### src/design/double_ended_queue_defines.svh
// Assertion macros for the double-ended queue.
// Included by design/double_ended_queue.sv; no other dependencies.
`ifndef DOUBLE_ENDED_QUEUE_DEFINES_SVH
`define DOUBLE_ENDED_QUEUE_DEFINES_SVH
`ifndef SYNTHESIS
`define DEQ_ASSERT(lbl, clk, rstn, prop) \
    lbl: assert property (@(posedge clk) disable iff (!rstn) prop) \
        else $error("double_ended_queue: assertion failed");
`define DEQ_ASSERT_ALWAYS(lbl, clk, prop) \
    lbl: assert property (@(posedge clk) prop) \
        else $error("double_ended_queue: assertion failed");
`else
`define DEQ_ASSERT(lbl, clk, rstn, prop)
`define DEQ_ASSERT_ALWAYS(lbl, clk, prop)
`endif
`endif

### src/design/deq_pkg.sv
// Shared types and constants for the double-ended queue.
// No dependencies.
package deq_pkg;

    localparam int unsigned DEPTH_DEFAULT = 16;

    localparam int unsigned VALUE_W = 32;
    localparam int unsigned COUNT_OUT_W = 5;

    typedef enum logic [1:0] {
        MODE_PUSH_FRONT = 2'd0,
        MODE_PUSH_BACK  = 2'd1,
        MODE_POP_FRONT  = 2'd2,
        MODE_POP_BACK   = 2'd3
    } t_mode;

    typedef enum logic [1:0] {
        ST_DONE  = 2'd0,
        ST_EMPTY = 2'd1,
        ST_FULL  = 2'd2
    } t_status;

    localparam logic signed [VALUE_W-1:0] EMPTY_WORD = -32'sd1;

endpackage

### src/design/double_ended_queue.sv
// Double-ended queue of signed 32-bit words over a ring-buffer memory.
// Depends on deq_pkg and double_ended_queue_defines.svh.
//
// Usage:
//   Command channel: drive i_mode and i_push_value with i_start high; the
//   transaction is taken at a rising edge where i_start is high and o_busy
//   is low. Modes: push front, push back, pop front, pop back.
//   Result channel: o_done is high for exactly one cycle, in the cycle after
//   the transaction is taken, with o_pop_value, o_status and o_entry_count.
//   The receiver cannot stall; results must be taken when o_done is high.
// Throughput:
//   One transaction is taken every cycle once o_busy is low: indices and
//   the count live in registers, each transaction touches at most one slot of
//   memory through its single write port or its single registered read port.
//   A pop that follows a push to the same slot reads after the write edge.
// Reset:
//   i_rst_n (synchronous, active low) empties the queue and holds o_busy
//   high through the cycle after reset. The slot memory is not cleared; a
//   slot is read only after it was written.
module double_ended_queue #(
    parameter int unsigned DEPTH = deq_pkg::DEPTH_DEFAULT
) (
    input  logic                                  i_clk,
    input  logic                                  i_rst_n,
    input  logic                                  i_start,
    input  logic [1:0]                            i_mode,
    input  logic signed [deq_pkg::VALUE_W-1:0]    i_push_value,
    output logic                                  o_busy,
    output logic                                  o_done,
    output logic signed [deq_pkg::VALUE_W-1:0]    o_pop_value,
    output logic [1:0]                            o_status,
    output logic [deq_pkg::COUNT_OUT_W-1:0]       o_entry_count
);

`include "double_ended_queue_defines.svh"

    localparam int unsigned IW = $clog2(DEPTH);
    localparam int unsigned CW = $clog2(DEPTH + 1);
    localparam logic [IW-1:0] LAST_IDX = IW'(DEPTH - 1);
    localparam logic [CW-1:0] FULL_CNT = CW'(DEPTH);

    logic signed [deq_pkg::VALUE_W-1:0] mem [DEPTH];

    logic                               r_busy;
    logic                               r_done;
    logic                               r_from_mem;
    deq_pkg::t_status                   r_status;
    logic [IW-1:0]                      r_front;
    logic [IW-1:0]                      r_back;
    logic [CW-1:0]                      r_count;
    logic signed [deq_pkg::VALUE_W-1:0] r_rd_data;

    logic                               accept;
    deq_pkg::t_mode                     mode;
    logic                               is_push;
    logic                               is_full;
    logic                               is_empty;
    logic [IW-1:0]                      front_dec;
    logic [IW-1:0]                      front_inc;
    logic [IW-1:0]                      back_dec;
    logic [IW-1:0]                      back_inc;
    logic                               we;
    logic                               re;
    logic [IW-1:0]                      wa;
    logic [IW-1:0]                      ra;
    logic [IW-1:0]                      n_front;
    logic [IW-1:0]                      n_back;
    logic [CW-1:0]                      n_count;
    deq_pkg::t_status                   n_status;

    assign accept   = i_start && !r_busy;
    assign mode     = deq_pkg::t_mode'(i_mode);
    assign is_push  = (mode == deq_pkg::MODE_PUSH_FRONT) || (mode == deq_pkg::MODE_PUSH_BACK);
    assign is_full  = (r_count == FULL_CNT);
    assign is_empty = (r_count == '0);

    assign front_dec = (r_front == '0) ? LAST_IDX : r_front - IW'(1);
    assign front_inc = (r_front == LAST_IDX) ? '0 : r_front + IW'(1);
    assign back_dec  = (r_back == '0) ? LAST_IDX : r_back - IW'(1);
    assign back_inc  = (r_back == LAST_IDX) ? '0 : r_back + IW'(1);

    always_comb begin
        we       = 1'b0;
        re       = 1'b0;
        wa       = r_back;
        ra       = r_front;
        n_front  = r_front;
        n_back   = r_back;
        n_count  = r_count;
        n_status = deq_pkg::ST_DONE;
        if (is_push && is_full) begin
            n_status = deq_pkg::ST_FULL;
        end else if (!is_push && is_empty) begin
            n_status = deq_pkg::ST_EMPTY;
        end else begin
            case (mode)
                deq_pkg::MODE_PUSH_FRONT: begin
                    we      = accept;
                    wa      = front_dec;
                    n_front = front_dec;
                    n_count = r_count + CW'(1);
                end
                deq_pkg::MODE_PUSH_BACK: begin
                    we      = accept;
                    wa      = r_back;
                    n_back  = back_inc;
                    n_count = r_count + CW'(1);
                end
                deq_pkg::MODE_POP_FRONT: begin
                    re      = accept;
                    ra      = r_front;
                    n_front = front_inc;
                    n_count = r_count - CW'(1);
                end
                deq_pkg::MODE_POP_BACK: begin
                    re      = accept;
                    ra      = back_dec;
                    n_back  = back_dec;
                    n_count = r_count - CW'(1);
                end
                default: begin
                    n_status = deq_pkg::ST_DONE;
                end
            endcase
        end
    end

    always_ff @(posedge i_clk) begin
        if (we) begin
            mem[wa] <= i_push_value;
        end
        if (re) begin
            r_rd_data <= mem[ra];
        end
    end

    always_ff @(posedge i_clk) begin
        if (!i_rst_n) begin
            r_busy     <= 1'b1;
            r_done     <= 1'b0;
            r_from_mem <= 1'b0;
            r_status   <= deq_pkg::ST_DONE;
            r_front    <= '0;
            r_back     <= '0;
            r_count    <= '0;
        end else begin
            r_busy <= 1'b0;
            r_done <= accept;
            if (accept) begin
                r_from_mem <= re;
                r_status   <= n_status;
                r_front    <= n_front;
                r_back     <= n_back;
                r_count    <= n_count;
            end
        end
    end

    assign o_busy        = r_busy;
    assign o_done        = r_done;
    assign o_status      = r_status;
    assign o_entry_count = deq_pkg::COUNT_OUT_W'(r_count);
    assign o_pop_value   = (r_status == deq_pkg::ST_EMPTY) ? deq_pkg::EMPTY_WORD :
                           r_from_mem ? r_rd_data : '0;

    `DEQ_ASSERT(a_count_bound, i_clk, i_rst_n, r_count <= FULL_CNT)
    `DEQ_ASSERT(a_done_follows, i_clk, i_rst_n, accept |=> r_done)
    `DEQ_ASSERT(a_idx_meet, i_clk, i_rst_n, (is_empty || is_full) |-> (r_front == r_back))
    `DEQ_ASSERT(a_empty_status, i_clk, i_rst_n, (r_done && r_status == deq_pkg::ST_EMPTY) |-> is_empty)
    `DEQ_ASSERT(a_push_grows, i_clk, i_rst_n,
        (accept && is_push && !is_full) |=> (r_count == $past(r_count) + CW'(1)))
    `DEQ_ASSERT_ALWAYS(a_reset_idle, i_clk, !i_rst_n |=> (r_busy && !r_done))

endmodule
### config.mk
export PLATFORM = sky130hd
export DESIGN_NAME = double_ended_queue
export DESIGN_NICKNAME = d
export VERILOG_FILES = /design/src/design/deq_pkg.sv /design/src/design/double_ended_queue.sv
export VERILOG_INCLUDE_DIRS = /design/src /design/src/design
export SDC_FILE = /design/constraint.sdc
export NUM_CORES = 1
export LEC_CHECK = 0
export BUFFER_PORTS_ARGS = -buffer_cell sky130_fd_sc_hd__buf_2
export CAP_MARGIN = 15
export CORE_ASPECT_RATIO = 1.75
export CORE_MARGIN = 10
export CORE_UTILIZATION = 30
export DETAILED_ROUTE_END_ITERATION = 12
export PLACE_DENSITY = 0.56
export SETUP_SLACK_MARGIN = 0.3
export SLEW_MARGIN = 10
export SYNTH_ARGS = -nofsm -noshare
export SYNTH_HDL_FRONTEND = slang
export SYNTH_SLANG_ARGS = --single-unit
### constraint.sdc
create_clock -name i_clk -period 3.81 [get_ports i_clk]
set_input_delay 0.762 -clock i_clk [delete_from_list [all_inputs] [get_ports i_clk]]
set_output_delay 0.762 -clock i_clk [all_outputs]
set_load 0.03 [all_outputs]
==> results of run 1 <==
==> area by class of cell <==
cell class / instances / area [um2] / share of cell area, %
flip-flops and latches: 562 / 16700 / 63.5
clock buffers: 54 / 1220 / 4.65
well taps: 1012 / 1270 / 4.81
multi-input cells: 956 / 5690 / 21.6
repair buffers: 137 / 1100 / 4.18
inverters: 12 / 45.0 / 0.171
diodes: 3 / 7.51 / 0.0285
clock inverters: 30 / 270 / 1.03
==> stage by stage <==
stage               instances  instance area (um2)  setup slack (ns)
floorplan                1667                22800           -0.0720
global placement         2679                24800             0.482
detailed placement       2679                24800             0.417
CTS                      2763                26300             0.464
global route             2766                26300             0.305
finish                   2766                26300             0.451
==> sequential cells by signal, summed over array words and instances, names as in the netlist <==
| name | flops |
|---|---|
| r_from_mem | 1 |
| o_done | 1 |
| r_back | 4 |
| o_busy | 1 |
| o_status | 2 |
| o_entry_count | 5 |
| r_front | 4 |
| mem | 512 |
| r_rd_data | 32 |
==> per-layer routing <==
metal  GRT usage [%]  wire length, um  vias to the layer above  part of all wire, %
li1                -                -                     6531                    -
met1            15.6            24000                     7478                   38
met2            25.8            34100                      444                   53
met3            1.88             2960                      134                  4.6
met4            7.08             2760                        6                  4.3
met5               0               41                        -                0.064
==> worst register-to-register path: cells and delay by family, from the launching register on <==
kind                   cells  cell delay, ns
muxes                      1            0.56
and+or+nand+nor            1            0.79
DFF                        1            0.37
AOI/OAI and AO/OA          4            1.13
buffers and inverters      1            0.27
==> kinds of logic after synthesis <==
logic type	count (synthesis)	synth area share [%]
flops	562	73.3
simple gates	527	10.3
compound gates	404	12.4
buf+inv	149	2.82
xor+xnor	10	0.385
fa+ha+maj	8	0.473
mux	7	0.313
==> worst max-delay path by stage <==
| stage | endpoint | slack [ns] | cells after the start |
|---|---|---|---|
| after floorplan | mem[0][0] | -0.07 | 5 |
| after global placement | r_rd_data[30] | 0.48 | 7 |
| after detailed placement | r_rd_data[30] | 0.42 | 9 |
| after CTS | r_rd_data[30] | 0.46 | 6 |
| after global routing | r_rd_data[30] | 0.31 | 8 |
| final | r_rd_data[11] | 0.45 | 7 |
==> cell usage in the layout, fill, tap and decap left out, drive strengths merged, types with 4 or more instances in the layout <==
cell type | netlist | routed
a211o | 32 | 32
a211oi | 6 | 6
a21o | 4 | 4
a21oi | 83 | 83
a221o | 32 | 32
a31oi | 32 | 32
a32o | 32 | 32
a32oi | 65 | 65
and3 | 32 | 32
buf | 48 | 137
bufinv | 0 | 4
clkbuf | 89 | 54
clkinv | 1 | 20
clkinvlp | 0 | 4
dfxtp | 18 | 18
edfxtp | 544 | 544
ha | 7 | 7
inv | 11 | 14
mux2i | 6 | 6
nand2 | 274 | 274
nand2b | 5 | 5
nand3 | 166 | 166
nor2 | 33 | 33
nor2b | 4 | 4
o211ai | 4 | 4
o21ai | 103 | 103
xnor2 | 9 | 9
==> power by group through the flow <==
stage               logic [W]  registers, W  clock network, W
finish                0.00163       0.00691           0.00479
floorplan             0.00104       0.00704                 0
global placement      0.00161       0.00704                 0
global route          0.00177       0.00691           0.00511
detailed placement    0.00164       0.00704                 0
CTS                   0.00165       0.00691           0.00488
==> reports/metrics.cfg, run 1 <==
[clocking]
cts_tree = done
clkLatencyLatePin_ns = 0.59
clock_sinks = 562
clk_pin_slew_worst_paths_ns = 0.07
cts_resized = 0
cts_buffer_depth = 3
cts_setup_buffers = 0
numCtsBuffers = 47
cts-root-buf = clkbuf_16
ctsHoldBuffers = 0
htreeDepth = 2

[timing]
worst_clock_skew_ns = 0.0216
setup_tns_ns = 0
rsz0062_at_grt = false
tightestPinTransition_ns = 0.853
fin_crit_sh_pct = 88.2
final_max_slew_viol_count = 0
setup_viol = 0
hold_slack_ns = 0.480
fin_crit_ns = 3.36
slew_headroom_pct = 43.1
hold_viol_final = 0
max_freq_mhz = 298

[setup_path]
cp.required_ns = 4.14
startpoint_type = flip-flop
crit_type = reg2reg
reg2reg_to = r_rd_data[11]
path_cells = or4_1 > o21ai_4 > mux2_8 > buf_12 > a211o_1 > a32o_1 > a221o_1
cpLargestDelayFamily = compound AO/OA/AOI/OAI gates
path_buf_inv = 1
cp_slowest_cell = or4_1
critPathLaunch = o_entry_count[0]
worstReg2RegStart = o_entry_count[0]
worstPathArrival_ns = 3.69
crit_fanout = 56
crit_path_end_kind = flip-flop
cpPeakStageDelay_ns = 0.79
r2r_cells = 7
r2r_slack_ns = 0.45

[global_routing]
grt_pass1_wl_um = 94100
first_global_vias = 14800
grt_overflow = 0
grt_max_degree = 129
grt_antenna_before_repair = 6
grtUsageTotal_pct = 14.0

[synth]
ys.flop_type = edfxtp_1
ys_seq_area_share_pct = 73.3
synth_cells = 1667
synth_warnings = 0
synth.net_count = 1712
netlist_area_mm2 = 0.0228
synth_edf_count = 544
synth_top_area_cell = edfxtp_1
synth_top_area_share_pct = 71.7
syn_area_per_cell_um2 = 13.7
yosys-top-cells-count = 544 x edfxtp_1, 273 x nand2_1, 166 x nand3_1
synth_area_leaders = edfxtp_1 72%, nand2_1 4.5%, nand3_1 3.6%
ys_types = 54
postSynth.asyncResetShare_pct = 0
ys_ff_latch = 562
post-synth-top-count-cell = edfxtp_1

[detailed_routing]
wl_per_cell_um = 23.1
drtIter0Drc = 1254
drt-pass1-iter-count = 5
totalWireLength_um = 63900
viasPerCell = 5.28
num_vias = 14600
antenna_left = 0
drcViolationCount = 0

[cells_and_area]
final_nets = 1761
synthToLayoutAreaGrowth_pct = 15.5
final_util_pct = 35.0
drive_above_1_share_pct = 13.7
nFillCells = 7277

[job]
maxCapViolCount = 0

[floorplan]
coreArea_mm2 = 0.0752
die_h_um = 384
die_width_um = 228
dieArea_mm2 = 0.0878
ioPinCount = 78
num_rows = 133
start_util_pct = 30.3

[worst_hold_path]
hp-start = o_status[1]
hold_depth = 2
whs_endpoint = o_status[1]
hold_path.class = reg2reg

[power_and_ir_drop]
vdd_drop_max_uv = 314
p_leak_nw = 8.48
netSwitchingFraction_pct = 25.0
internal-power_w = 0.0100
fin_total_pwr_w = 0.0133
comb_power_share_pct = 12.3
clkPwrFrac_pct = 35.9
switchingPower_w = 0.00333
p_per_area_mw_per_mm2 = 507
p_seq_share_pct = 51.8

[placement]
dp_hpwl_um = 36000
io_buffers = 77
routabilityCongestion = 0.802

[status]
outcome = completed

(Power assumes the default switching activity.)
==> inputs of run 2 (changes only) <==
Settings changed: CTS_BUF_LIST set to sky130_fd_sc_hd__clkbuf_8.
==> reports/metrics.cfg, run 2 (synthesized netlist as in run 1, its figures left out) <==
[floorplan]
start_util_pct = 30.3  ; unchanged
ioPinCount = 78  ; unchanged
num_rows = 133  ; unchanged
die_h_um = 384  ; unchanged
dieArea_mm2 = 0.0878  ; unchanged
die_width_um = 228  ; unchanged
coreArea_mm2 = 0.0752  ; unchanged

[detailed_routing]
num_vias = 14800  ; +1.3%
drtIter0Drc = 1108  ; -12%
drcViolationCount = 0  ; unchanged
viasPerCell = 5.24  ; -0.65%
antenna_left = 0  ; unchanged
drt-pass1-iter-count = 5  ; unchanged
totalWireLength_um = 63900  ; +0.10%
wl_per_cell_um = 22.7  ; -1.8%

[clocking]
ctsHoldBuffers = 0  ; unchanged
clkLatencyLatePin_ns = 0.69  ; +0.10 ns
cts_resized = 0  ; unchanged
cts_setup_buffers = 0  ; unchanged
clk_pin_slew_worst_paths_ns = 0.07  ; about the same
cts_buffer_depth = 3  ; unchanged
cts-root-buf = clkbuf_8
htreeDepth = 3  ; +1
clock_sinks = 562  ; unchanged
numCtsBuffers = 77  ; +64%
cts_tree = done

[global_routing]
grtUsageTotal_pct = 14.2  ; +0.20 points
grt_overflow = 0  ; unchanged
grt_pass1_wl_um = 94800  ; +0.68%
grt_antenna_before_repair = 7  ; +1
first_global_vias = 15100  ; +2.4%
grt_max_degree = 129  ; unchanged

[cells_and_area]
largest_register_ffs = 512  ; unchanged
final_cell_mix = 544 x edfxtp_1, 273 x nand2_1, 166 x nand3_1
final_nets = 1791  ; +1.7%
drive_above_1_share_pct = 14.7  ; +1.0 points
synthToLayoutAreaGrowth_pct = 15.0
regMostFlops = mem
layout_commonest_cell = edfxtp_1

[setup_path]
cp_slowest_cell = or4_1
crit_type = reg2reg
path_buf_inv = 1  ; unchanged
crit_path_end_kind = flip-flop
cp.required_ns = 4.23  ; +0.09 ns
path_cells = or4_1 > o21ai_4 > mux2_8 > buf_12 > a211o_1 > a32o_1 > a221o_1
cpPeakStageDelay_ns = 0.79  ; about the same
startpoint_type = flip-flop
crit_fanout = 56  ; unchanged
cpLargestDelayFamily = compound AO/OA/AOI/OAI gates
worstPathArrival_ns = 3.83  ; +0.14 ns

[placement]
routabilityCongestion = 0.802  ; unchanged
dp_hpwl_um = 36000  ; unchanged
io_buffers = 77  ; unchanged

[timing]
setup_tns_ns = 0  ; unchanged
slew_headroom_pct = 42.6  ; -0.57 points
hold_slack_ns = 0.435  ; -0.0443 ns
max_freq_mhz = 293  ; -1.6%
hold_viol_final = 0  ; unchanged
tightestPinTransition_ns = 0.862  ; +0.00861 ns
final_max_slew_viol_count = 0  ; unchanged
fin_crit_sh_pct = 89.6  ; +1.4 points
setup_viol = 0  ; unchanged
rsz0062_at_grt = false
fin_crit_ns = 3.41  ; +0.0544 ns
worst_clock_skew_ns = 0.0316  ; +0.0100 ns

[status]
outcome = completed

[job]
maxCapViolCount = 0  ; unchanged

[worst_hold_path]
hold_path.class = in2reg

[power_and_ir_drop]
vdd_drop_max_uv = 215  ; -31%
p_per_area_mw_per_mm2 = 489  ; -3.6%
p_leak_nw = 8.55  ; +0.84%

## run 2: changes by cell type in the layout (fill, tap and decap cells not counted), moves of 6 or more
| cell | change |
|---|---|
| clkbuf_8 | +78 |
| clkinv_1 | +7 |
| clkbuf_1 | -6 |
| clkbuf_16 | -48 |
| inv_1 | +26 |
## run 2: report_power, final
part	internal [W]	switching, W	total (W)
registers	0.00687	0.0000407	0.00691
logic	0.000547	0.00108	0.00163
clock network	0.00200	0.00225	0.00425
total	0.00941	0.00338	0.0128
## run 2: per-layer routing
metal  GRT usage (%)  routed length [um]  vias up
met3            2.78                3340      136
met4            7.46                2640        6
met1            15.3               23700     7538
met5               0                  41        -
li1                -                   -     6607
met2            26.0               34200      489
## run 2: final timing paths
kind,slack (ns),cells after the start,end,start
worst min-delay path,0.44,3,r_back[3],i_mode[0]
worst max-delay path,0.40,7,r_rd_data[15],o_entry_count[0]
worst max register to register,0.40,7,r_rd_data[15],o_entry_count[0]
worst min register to register,0.47,2,o_status[1],o_status[1]
## run 2: worst reg2reg max path, cell delays in order, from the launching register on
cell     delay, ns
dfxtp_1       0.37
or4_1         0.79
o21ai_4       0.26
mux2_8        0.53
buf_12        0.34
a211o_1       0.36
a32o_1        0.26
a221o_1       0.26
## run 2: final cells by class
class	count	area, um2
antenna	3	7.51
clock buffer	78	1070
clock inverter	59	297
fill	7309	49000
inverter	12	45.0
multi-input combinational	956	5690
sequential	562	16700
tap	1012	1270
timing repair buffer	137	1100
## run 2: metrics by stage
step / setup WS (ns) / instances / area, um2 / total power [W] / util, %
after floorplan: -0.0720 / 1667 / 22800 / 0.00808 / -
after global placement: 0.482 / 2679 / 24800 / 0.00865 / 33.0
after detailed placement: 0.417 / 2679 / 24800 / 0.00869 / 33.0
after CTS: 0.463 / 2816 / 26200 / 0.0129 / 34.8
after global routing: 0.306 / 2819 / 26200 / 0.0133 / 34.8
final: 0.397 / 2819 / 26200 / 0.0128 / 34.8
